`src/rtl/olad_pkg.sv`:
```
// Package for the ordered list block: sizes, request/response items, codes.
// No dependencies.
`timescale 1ns / 1ps
`default_nettype none

package olad_pkg;

    localparam int CAPACITY = 16;
    localparam int ADDR_W   = $clog2(CAPACITY);
    localparam int CNT_W    = $clog2(CAPACITY + 1);
    localparam int VALUE_W  = 32;
    localparam int COUNT_W  = 5;
    localparam int STATUS_W = 2;

    localparam logic MODE_APPEND = 1'b0;
    localparam logic MODE_DELETE = 1'b1;

    localparam logic [STATUS_W-1:0] STATUS_DONE      = 2'd0;
    localparam logic [STATUS_W-1:0] STATUS_NOT_FOUND = 2'd1;
    localparam logic [STATUS_W-1:0] STATUS_FULL      = 2'd2;

    typedef struct packed {
        logic                      mode;
        logic signed [VALUE_W-1:0] value;
    } olad_req_t;

    typedef struct packed {
        logic [STATUS_W-1:0] status;
        logic [COUNT_W-1:0]  count;
    } olad_rsp_t;

    typedef enum logic [1:0] {
        S_IDLE,
        S_SCAN,
        S_SHIFT
    } olad_state_t;

endpackage

`default_nettype wire

```
`src/rtl/olad_ram.sv`:
```
// Generic single-write, single-read synchronous RAM with registered read data.
// No dependencies.
`timescale 1ns / 1ps
`default_nettype none

module olad_ram #(
    parameter int WIDTH = 32,
    parameter int DEPTH = 16
) (
    input  wire logic                     clk,
    input  wire logic                     wr_en,
    input  wire logic [$clog2(DEPTH)-1:0] wr_addr,
    input  wire logic [WIDTH-1:0]         wr_data,
    input  wire logic [$clog2(DEPTH)-1:0] rd_addr,
    output logic      [WIDTH-1:0]         rd_data
);

    logic [WIDTH-1:0] mem [DEPTH];

    always_ff @(posedge clk)
    begin
        if (wr_en)
        begin
            mem[wr_addr] <= wr_data;
        end
        rd_data <= mem[rd_addr];
    end

endmodule

`default_nettype wire

```
`src/rtl/ordered_list_append_delete_top.sv`:
```
// Ordered list top level: request FSM around one entry RAM.
// Depends on olad_pkg and olad_ram.
`timescale 1ns / 1ps
`default_nettype none

// An item is taken when start is high and busy is low. Append, append to a
// full list and delete on an empty list answer in the cycle after the item is
// taken and keep busy low. A delete on a non-empty list holds busy, then
// answers when busy falls again: the entry RAM has one read port and
// one write port, so the search from the head and the move-up of the entries
// behind a hit go through it one entry per cycle. Each answer shows on rsp for
// a single cycle with done high; there is no way to hold it off.
module ordered_list_append_delete_top (
    input  wire logic               clk,
    input  wire logic               rst_n,
    input  wire logic               start,
    output logic                    busy,
    input  wire olad_pkg::olad_req_t req,
    output logic                    done,
    output olad_pkg::olad_rsp_t     rsp
);

    import olad_pkg::*;

    olad_state_t                state_reg, state_next;
    logic [CNT_W-1:0]           cnt_reg, cnt_next;
    logic [CNT_W-1:0]           pos_reg, pos_next;
    logic signed [VALUE_W-1:0]  key_reg, key_next;
    logic                       done_reg, done_next;
    olad_rsp_t                  rsp_reg, rsp_next;

    logic                       wr_en;
    logic [ADDR_W-1:0]          wr_addr;
    logic [VALUE_W-1:0]         wr_data;
    logic [ADDR_W-1:0]          rd_addr;
    logic [VALUE_W-1:0]         rd_data;

    logic [CNT_W-1:0]           pos_inc;
    logic [CNT_W-1:0]           pos_dec;
    logic [CNT_W-1:0]           cnt_dec;
    logic [CNT_W-1:0]           cnt_inc;
    logic                       last;
    logic                       hit;

    olad_ram #(
        .WIDTH (VALUE_W),
        .DEPTH (CAPACITY)
    ) u_ram (
        .clk     (clk),
        .wr_en   (wr_en),
        .wr_addr (wr_addr),
        .wr_data (wr_data),
        .rd_addr (rd_addr),
        .rd_data (rd_data)
    );

    assign pos_inc = pos_reg + CNT_W'(1);
    assign pos_dec = pos_reg - CNT_W'(1);
    assign cnt_inc = cnt_reg + CNT_W'(1);
    assign cnt_dec = cnt_reg - CNT_W'(1);
    assign last    = (pos_inc == cnt_reg);
    assign hit     = (rd_data == key_reg);

    always_ff @(posedge clk or negedge rst_n)
    begin
        if (!rst_n)
        begin
            state_reg <= S_IDLE;
            cnt_reg   <= '0;
            pos_reg   <= '0;
            done_reg  <= 1'b0;
        end
        else
        begin
            state_reg <= state_next;
            cnt_reg   <= cnt_next;
            pos_reg   <= pos_next;
            done_reg  <= done_next;
        end
    end

    always_ff @(posedge clk)
    begin
        key_reg <= key_next;
        rsp_reg <= rsp_next;
    end

    always_comb
    begin
        state_next = state_reg;
        cnt_next   = cnt_reg;
        pos_next   = pos_reg;
        key_next   = key_reg;
        done_next  = 1'b0;
        rsp_next   = rsp_reg;
        wr_en      = 1'b0;
        wr_addr    = pos_dec[ADDR_W-1:0];
        wr_data    = rd_data;
        rd_addr    = pos_inc[ADDR_W-1:0];

        unique case (state_reg)
            S_IDLE:
            begin
                rd_addr = '0;
                if (start)
                begin
                    if (req.mode == MODE_APPEND)
                    begin
                        done_next = 1'b1;
                        if (cnt_reg == CNT_W'(CAPACITY))
                        begin
                            rsp_next.status = STATUS_FULL;
                            rsp_next.count  = COUNT_W'(cnt_reg);
                        end
                        else
                        begin
                            wr_en           = 1'b1;
                            wr_addr         = cnt_reg[ADDR_W-1:0];
                            wr_data         = req.value;
                            cnt_next        = cnt_inc;
                            rsp_next.status = STATUS_DONE;
                            rsp_next.count  = COUNT_W'(cnt_inc);
                        end
                    end
                    else if (cnt_reg == '0)
                    begin
                        done_next       = 1'b1;
                        rsp_next.status = STATUS_NOT_FOUND;
                        rsp_next.count  = '0;
                    end
                    else
                    begin
                        key_next   = req.value;
                        pos_next   = '0;
                        state_next = S_SCAN;
                    end
                end
            end

            S_SCAN:
            begin
                // rd_data holds entry[pos]; entry[pos+1] is read ahead
                if (hit)
                begin
                    if (last)
                    begin
                        cnt_next        = cnt_dec;
                        done_next       = 1'b1;
                        rsp_next.status = STATUS_DONE;
                        rsp_next.count  = COUNT_W'(cnt_dec);
                        state_next      = S_IDLE;
                    end
                    else
                    begin
                        pos_next   = pos_inc;
                        state_next = S_SHIFT;
                    end
                end
                else if (last)
                begin
                    done_next       = 1'b1;
                    rsp_next.status = STATUS_NOT_FOUND;
                    rsp_next.count  = COUNT_W'(cnt_reg);
                    state_next      = S_IDLE;
                end
                else
                begin
                    pos_next = pos_inc;
                end
            end

            S_SHIFT:
            begin
                // entry[pos] moves up to pos-1
                wr_en = 1'b1;
                if (last)
                begin
                    cnt_next        = cnt_dec;
                    done_next       = 1'b1;
                    rsp_next.status = STATUS_DONE;
                    rsp_next.count  = COUNT_W'(cnt_dec);
                    state_next      = S_IDLE;
                end
                else
                begin
                    pos_next = pos_inc;
                end
            end

            default:
            begin
                state_next = S_IDLE;
            end
        endcase
    end

    assign busy = (state_reg != S_IDLE);
    assign done = done_reg;
    assign rsp  = rsp_reg;

endmodule

`default_nettype wire

```
`config.mk`:
```
export PLATFORM = sky130hd
export DESIGN_NAME = ordered_list_append_delete_top
export DESIGN_NICKNAME = d
export VERILOG_FILES = /design/src/rtl/olad_pkg.sv /design/src/rtl/olad_ram.sv /design/src/rtl/ordered_list_append_delete_top.sv
export SDC_FILE = /design/constraint.sdc
export NUM_CORES = 1
export LEC_CHECK = 0
export ABC_AREA = 1
export ABC_CLOCK_PERIOD_IN_PS = 7700
export BUFFER_PORTS_ARGS = -buffer_cell sky130_fd_sc_hd__buf_2
export CORE_ASPECT_RATIO = 1.5
export CORE_MARGIN = 8
export CORE_UTILIZATION = 40
export CTS_CLUSTER_DIAMETER = 120
export CTS_CLUSTER_SIZE = 28
export DETAILED_ROUTE_END_ITERATION = 16
export PLACE_DENSITY = 0.66
export RECOVER_POWER = 25
export SYNTH_ARGS = -nofsm -noshare
export SYNTH_HDL_FRONTEND = slang
export SYNTH_HIERARCHICAL = 1
export SYNTH_SLANG_ARGS = --single-unit
```
`constraint.sdc`:
```
create_clock -name clk -period 7.7 [get_ports clk]
set_input_delay 1.155 -clock clk [delete_from_list [all_inputs] [get_ports clk]]
set_output_delay 1.155 -clock clk [all_outputs]
set_load 0.01 [all_outputs]
```
==> reports/results.tsv, run 1 <==
metric	value	unit
outcome	finished with violations	
violations	capacitance limit, slew limit	
synth.distinct_cells	34	
place_ws	2.90	ns
wirelength	65000	um
fin_crit_sh	73.5	%
nNetsFinal	2606	
fillers	6157	
ys_warn_count	6	
slew_violations	324	
seq_power_share	45.4	%
post_cts_buffers	0	
worst-path-max-fanout	78	
fp.dieW	225	um
synth_top_family_by_area	simple AND/OR/NAND/NOR gates	
sw_frac_of_total	39.5	%
leakage	11.5	nW
syn_area	26300	um2
initialDrtViolationCount	1353	
grt_pass1_vias	16912	
hp-class	reg2reg	
finalSetupViolCount	0	
arrival	6.14	ns
multi_input_area	6410	um2
r2r_slack	2.04	ns
globalplace.congestion	0.852	
cts.clk_slew.worst_paths	0.10	ns
utilization	42.5	%
antenna_found_initial	0	
cp_slowest_stage_delay	2.80	ns
async_reset_ff_share	2.18	%
clkPwrFrac	16.0	%
yosys.area_share.simple	21.6	%
firstDrtPassIters	5	
cp_num_cells	9	
hold_viol	0	
num_vias	17150	
dp.cells	3411	
min_period	5.66	ns
clk_latency	0.58	ns
syn_inst	2589	
postCtsHoldBufs	0	
ys_seq_elements	596	
root_buffer	clkbuf_16	
synth_compound_area_share	0.748	%
synth_xor_area_share	1.13	%
core_area	65300	um2
p_sw	3.89	mW
ir_drop	0.231	mV
finalNonFillerCells	3457	
final_cell_mix	nand2_1 (883), edfxtp_1 (551), inv_1 (437), nand3_1 (401), clkbuf_1 (54)	
portBuffers	44	
p_per_area	354	nW/um2
critPathBufInv	2	
rsz0062_at_grt	false	
syn-num-nets	2633	
crit_start	state_reg[0]	
worst_ep_required_time	8.18	ns
start_kind	flop	
hpwlAfterDp	39500	um
combPwrFrac	38.6	%
ios	45	
die-area	74300	um2
cts_htree_levels	1	
antenna_cells	0	
final_common_cell	nand2_1	
endpoint	u_ram/rd_data[30]	
initial_core_util	40.2	%
path_class	reg2reg	
slowest_stage	clkbuf_1	
layout-drive-gt1-share	3.64	%
cts_resized	0	
worst_slew_pin_slew	3.92	ns
reg2reg_to	u_ram/rd_data[30]	
fin_area	27700	um2
wire_per_inst	18.8	um
muxShareOfSynthArea	0	%
cp_cell_sequence	inv_1, ha_1, nor2_4, clkbuf_1, nand2_1, nand3_1, nand3_1, nand3_1, nand2_1	
grt_pass1_wl	98800	um
rr_worst_depth	9	
intPower	5.95	mW
finClkSkew	0.0377	ns
end_kind	flop	
tns	0	ns
num_rows	115	
avgSynthCellArea	10.1	um2
clk_path_buf_depth	3	
timing.fmax	0.177	GHz
grt_usage	17.2	%
synthFlopType	edfxtp_1	
numCtsBuffers	25	
placed_area	27100	um2
setup_ws	2.04	ns
crit_path_frequent_cell	nand3_1	
max-cap-violations	7	
regToRegStartpoint	state_reg[0]	
ant_nets	0	
path_delay_family	buffers and inverters	
routed_via_density	4.96	
synth-edff-count	551	
die_y	330	um
largest_reg_flops	512	
clock_sinks	596	
tritoncts	done	
grt_max_degree	159	
drcViolationCount	0	
syn2layout_area_growth	5.59	%
gr-total-overflow	0	
seq_area	17500	um2
slew_headroom	-161	%
ys_seq_area_share	66.6	%
synth_fa_ha_area_share	0.381	%
-- cell families after synthesis --
family          Yosys count
compound gates           34
xor+xnor                 34
fa+ha+maj                 8
buf+inv                 564
flops                   596
simple gates           1353
-- power groups by stage --
stage               logic, mW  clock network [mW]  registers (mW)
CTS                      3.80                1.61            4.46
detailed placement       3.79                   0            4.54
finish                   3.79                1.57            4.47
floorplan                2.72                   0            4.49
global route             4.20                1.70            4.50
global placement         3.72                   0            4.53
-- Yosys cell counts (4+ instances only) --
library cell	number	area share (%)
nand2_1	881	13
edfxtp_1	551	63
inv_1	434	6.2
nand3_1	400	7.6
buf_2	45	0.86
nor2_1	42	0.60
buf_6	34	1.5
dfxtp_1	32	2.4
xnor2_1	27	0.90
clkbuf_1	17	0.24
buf_1	14	0.20
dfrtp_1	13	1.2
nand4_1	13	0.31
o21ai_0	13	0.25
buf_4	9	0.26
o21ai_1	9	0.17
ha_1	8	0.38
inv_2	8	0.11
xor2_1	7	0.23
nand2_2	4	0.095
nor2_2	4	0.095
o21ai_2	4	0.13
-- cell type report --
| cell class | count | area share [%] |
|---|---|---|
| Sequential cell | 596 | 63.1 |
| Inverter | 444 | 6.04 |
| Multi-Input combinational cell | 1429 | 23.1 |
| Clock buffer | 44 | 2.51 |
| Clock inverter | 1 | 0.0722 |
| Tap cell | 877 | 3.96 |
| Timing Repair Buffer | 66 | 1.20 |
-- routing by layer --
layer  global-route usage, %  vias to the layer above  share of wire, %
li1                        -                     8228                 -
met3                    1.29                      127               4.3
met2                    32.7                      505                54
met4                    9.20                        0               5.6
met5                       0                        -                 0
met1                    18.9                     8290                37
-- worst reg2reg max path, stage by stage (launching register included) --
cell and delay (ns):
dfrtp_1 0.41, inv_1 0.10, ha_1 0.43, nor2_4 0.80
clkbuf_1 2.82, nand2_1 0.26, nand3_1 0.20, nand3_1 0.23
nand3_1 0.25, nand2_1 0.06
-- how the worst min path moves through the flow --
stage / from / end / cells after the start
2_1_floorplan: pos_reg[4] / pos_reg[4] / 2
3_3_place_gp: pos_reg[4] / pos_reg[4] / 2
3_5_place_dp: pos_reg[4] / pos_reg[4] / 2
4_1_cts: rst_n / done / 1
5_1_grt: pos_reg[3] / pos_reg[3] / 2
6_report: state_reg[0] / state_reg[0] / 2
-- stage by stage --
| step | total power, mW | hold slack, ns |
|---|---|---|
| after detailed placement | 8.32 | 0.540 |
| after global placement | 8.25 | 0.520 |
| after CTS | 9.87 | 0.451 |
| after global routing | 10.4 | 0.587 |
| after floorplan | 7.21 | 0.501 |
| final | 9.83 | 0.564 |
No activity file was read; power rests on OpenSTA's default activity.
==> run 2: changes to the inputs <==
--- a/config.mk
+++ b/config.mk
@@ -6,7 +6,7 @@
 export NUM_CORES = 1
 export LEC_CHECK = 0
 export ABC_AREA = 1
-export ABC_CLOCK_PERIOD_IN_PS = 7700
+export ABC_CLOCK_PERIOD_IN_PS = 5500
 export BUFFER_PORTS_ARGS = -buffer_cell sky130_fd_sc_hd__buf_2
 export CORE_ASPECT_RATIO = 1.5
 export CORE_MARGIN = 8
==> constraint.sdc (replaced) <==
create_clock -name clk -period 5.5 [get_ports clk]
set_input_delay 0.825 -clock clk [delete_from_list [all_inputs] [get_ports clk]]
set_output_delay 0.825 -clock clk [all_outputs]
set_load 0.01 [all_outputs]
==> reports/results.tsv, run 2 (synthesis gave the netlist of run 1 again) <==
metric	value	unit	change
outcome	finished with violations		unchanged
violations	capacitance limit, slew limit		unchanged
slew_headroom	-75.9	%	was -161%
hold_viol	0		unchanged
reg2reg_to	u_ram/mem[10][27]		was u_ram/rd_data[30]
regToRegStartpoint	cnt_reg[0]		was state_reg[0]
combPwrFrac	38.3	%	was 38.6%
cts_htree_levels	1		unchanged
layout-drive-gt1-share	3.60	%	was 3.64%
gr-total-overflow	0		unchanged
rsz0062_at_grt	false		unchanged
final_common_cell	nand2_1		unchanged
path_class	reg2reg		unchanged
cts.clk_slew.worst_paths	0.10	ns	about the same
p_sw	5.53	mW	was 3.89 mW
max-cap-violations	3		was 7
wire_per_inst	18.9	um	was 18.8 um
syn2layout_area_growth	5.68	%	was 5.59%
hp-class	in2async		was reg2reg
nNetsFinal	2606		unchanged
end_kind	flop		unchanged
globalplace.congestion	0.859		was 0.852
drcViolationCount	0		unchanged
worst-path-max-fanout	47		was 78
p_per_area	496	nW/um2	was 354 nW/um2
num_vias	17381		was 17,150
num_rows	115		unchanged
clk_path_buf_depth	3		unchanged
routed_via_density	5.03		was 4.96
finClkSkew	0.0254	ns	was 0.0377 ns
crit_path_frequent_cell	nor2_1		was nand3_1
grt_pass1_vias	17350		was 16,912
grt_pass1_wl	99300	um	was 98,800 um
post_cts_buffers	0		unchanged
seq_power_share	45.7	%	was 45.4%
clkPwrFrac	16.0	%	about the same
arrival	4.64	ns	was 6.14 ns
antenna_found_initial	0		unchanged
timing.fmax	0.216	GHz	was 0.177 GHz
core_area	65300	um2	unchanged
fp.dieW	225	um	unchanged
numCtsBuffers	25		unchanged
root_buffer	clkbuf_16		unchanged
intPower	8.24	mW	was 5.95 mW
firstDrtPassIters	5		unchanged
rr_worst_depth	11		was 9
r2r_slack	0.86	ns	was 2.04 ns
hpwlAfterDp	39200	um	was 39,500 um
ios	45		unchanged
slew_violations	52		was 324
cp_slowest_stage_delay	2.02	ns	was 2.80 ns
fin_area	27800	um2	was 27,700 um2
wirelength	65300	um	was 65,000 um
tritoncts	done		unchanged
grt_usage	17.3	%	was 17.2%
ant_nets	0		unchanged
portBuffers	44		unchanged
worst_slew_pin_slew	2.61	ns	was 3.92 ns
start_kind	flop		unchanged
cp_cell_sequence	inv_1, ha_1, nand2_1, nor2_1, clkinv_1, nor2_1, clkinv_1, nand2_1, nor2_1, buf_4, o21ai_0		was inv_1, ha_1, nor2_4, clkbuf_1, nand2_1, nand3_1, nand3_1, nand3_1, nand2_1
min_period	4.64	ns	was 5.66 ns
initialDrtViolationCount	1415		was 1,353
clock_sinks	596		unchanged
slowest_stage	o21ai_0		was clkbuf_1
fin_crit_sh	84.3	%	was 73.5%
sw_frac_of_total	40.2	%	was 39.5%
die_y	330	um	unchanged
antenna_cells	0		unchanged
postCtsHoldBufs	0		unchanged
clk_latency	0.58	ns	about the same
initial_core_util	40.2	%	unchanged
cts_resized	0		unchanged
leakage	11.5	nW	about the same
die-area	74300	um2	unchanged
worst_ep_required_time	5.50	ns	was 8.18 ns
placed_area	27200	um2	was 27,100 um2
grt_max_degree	201		was 159
tns	0	ns	unchanged
final_cell_mix	nand2_1 (883), edfxtp_1 (551), inv_1 (436), nand3_1 (401), clkbuf_1 (54)		was nand2_1 (883), edfxtp_1 (551), inv_1 (437), nand3_1 (401), clkbuf_1 (54)
finalSetupViolCount	0		unchanged
largest_reg_flops	512		unchanged
ir_drop	0.562	mV	was 0.231 mV
[run 2: changes by cell type in the layout (fill, tap and decap cells not counted)]
cell      change
buf_4         -2
inv_6         +1
buf_12        +2
nor2_4        -1
clkbuf_2      -1
inv_1         -1
nor2_1        +2
buf_2         +1
clkinv_1      +1
nor2_2        -1
[run 2: critical path: cells and delay by family, from the launching register on]
kind                       cells  cell delay, ns
and+or+nand+nor                5            0.52
adders and majority gates      1            0.22
buffers and inverters          4            0.79
AOI/OAI and AO/OA              1            2.02
DFF                            1            0.49
[run 2: area by class of cell]
| type | instances | area, um2 |
|---|---|---|
| Clock buffer | 44 | 697 |
| Clock inverter | 2 | 28.8 |
| Fill cell | 6175 | 37600 |
| Inverter | 444 | 1680 |
| Multi-Input combinational cell | 1429 | 6400 |
| Sequential cell | 596 | 17500 |
| Tap cell | 877 | 1100 |
| Timing Repair Buffer | 66 | 359 |
[run 2: per-layer routing]
metal	up-vias	GRT usage, %	routed length (um)
li1	8230	-	-
met1	8474	18.9	24300
met2	545	33.3	35600
met3	132	1.14	2620
met4	0	8.05	2790
met5	-	0	0
[run 2: worst max-delay path by stage]
stage,start,cells past startpoint,slack [ns],end
after global placement,state_reg[1],9,1.24,u_ram/mem[3][6]
final,cnt_reg[0],11,0.86,u_ram/mem[10][27]
after global routing,cnt_reg[0],11,0.62,u_ram/mem[10][27]
after CTS,state_reg[1],8,1.15,u_ram/mem[10][17]
after floorplan,cnt_reg[0],14,1.84,u_ram/mem[12][0]
after detailed placement,state_reg[1],8,1.18,u_ram/mem[10][20]
[run 2: stage by stage]
step | power [mW] | worst slack (ns) | utilization (%) | hold slack (ns) | instances
2_1_floorplan | 10.1 | 1.84 | - | 0.501 | 2589
3_3_place_gp | 11.7 | 1.24 | 41.6 | 0.519 | 3412
3_5_place_dp | 11.7 | 1.18 | 41.6 | 0.539 | 3412
4_1_cts | 13.9 | 1.15 | 42.7 | 0.123 | 3458
5_1_grt | 14.5 | 0.619 | 42.5 | 0.351 | 3458
6_report | 13.8 | 0.864 | 42.5 | 0.318 | 3458
[run 2: power by group through the flow]
stage / sequential (mW) / clock [mW] / combinational [mW]
after CTS: 6.28 / 2.25 / 5.37
after global placement: 6.37 / 0 / 5.28
after detailed placement: 6.39 / 0 / 5.36
final: 6.29 / 2.21 / 5.28
after floorplan: 6.28 / 0 / 3.81
after global routing: 6.32 / 2.39 / 5.80
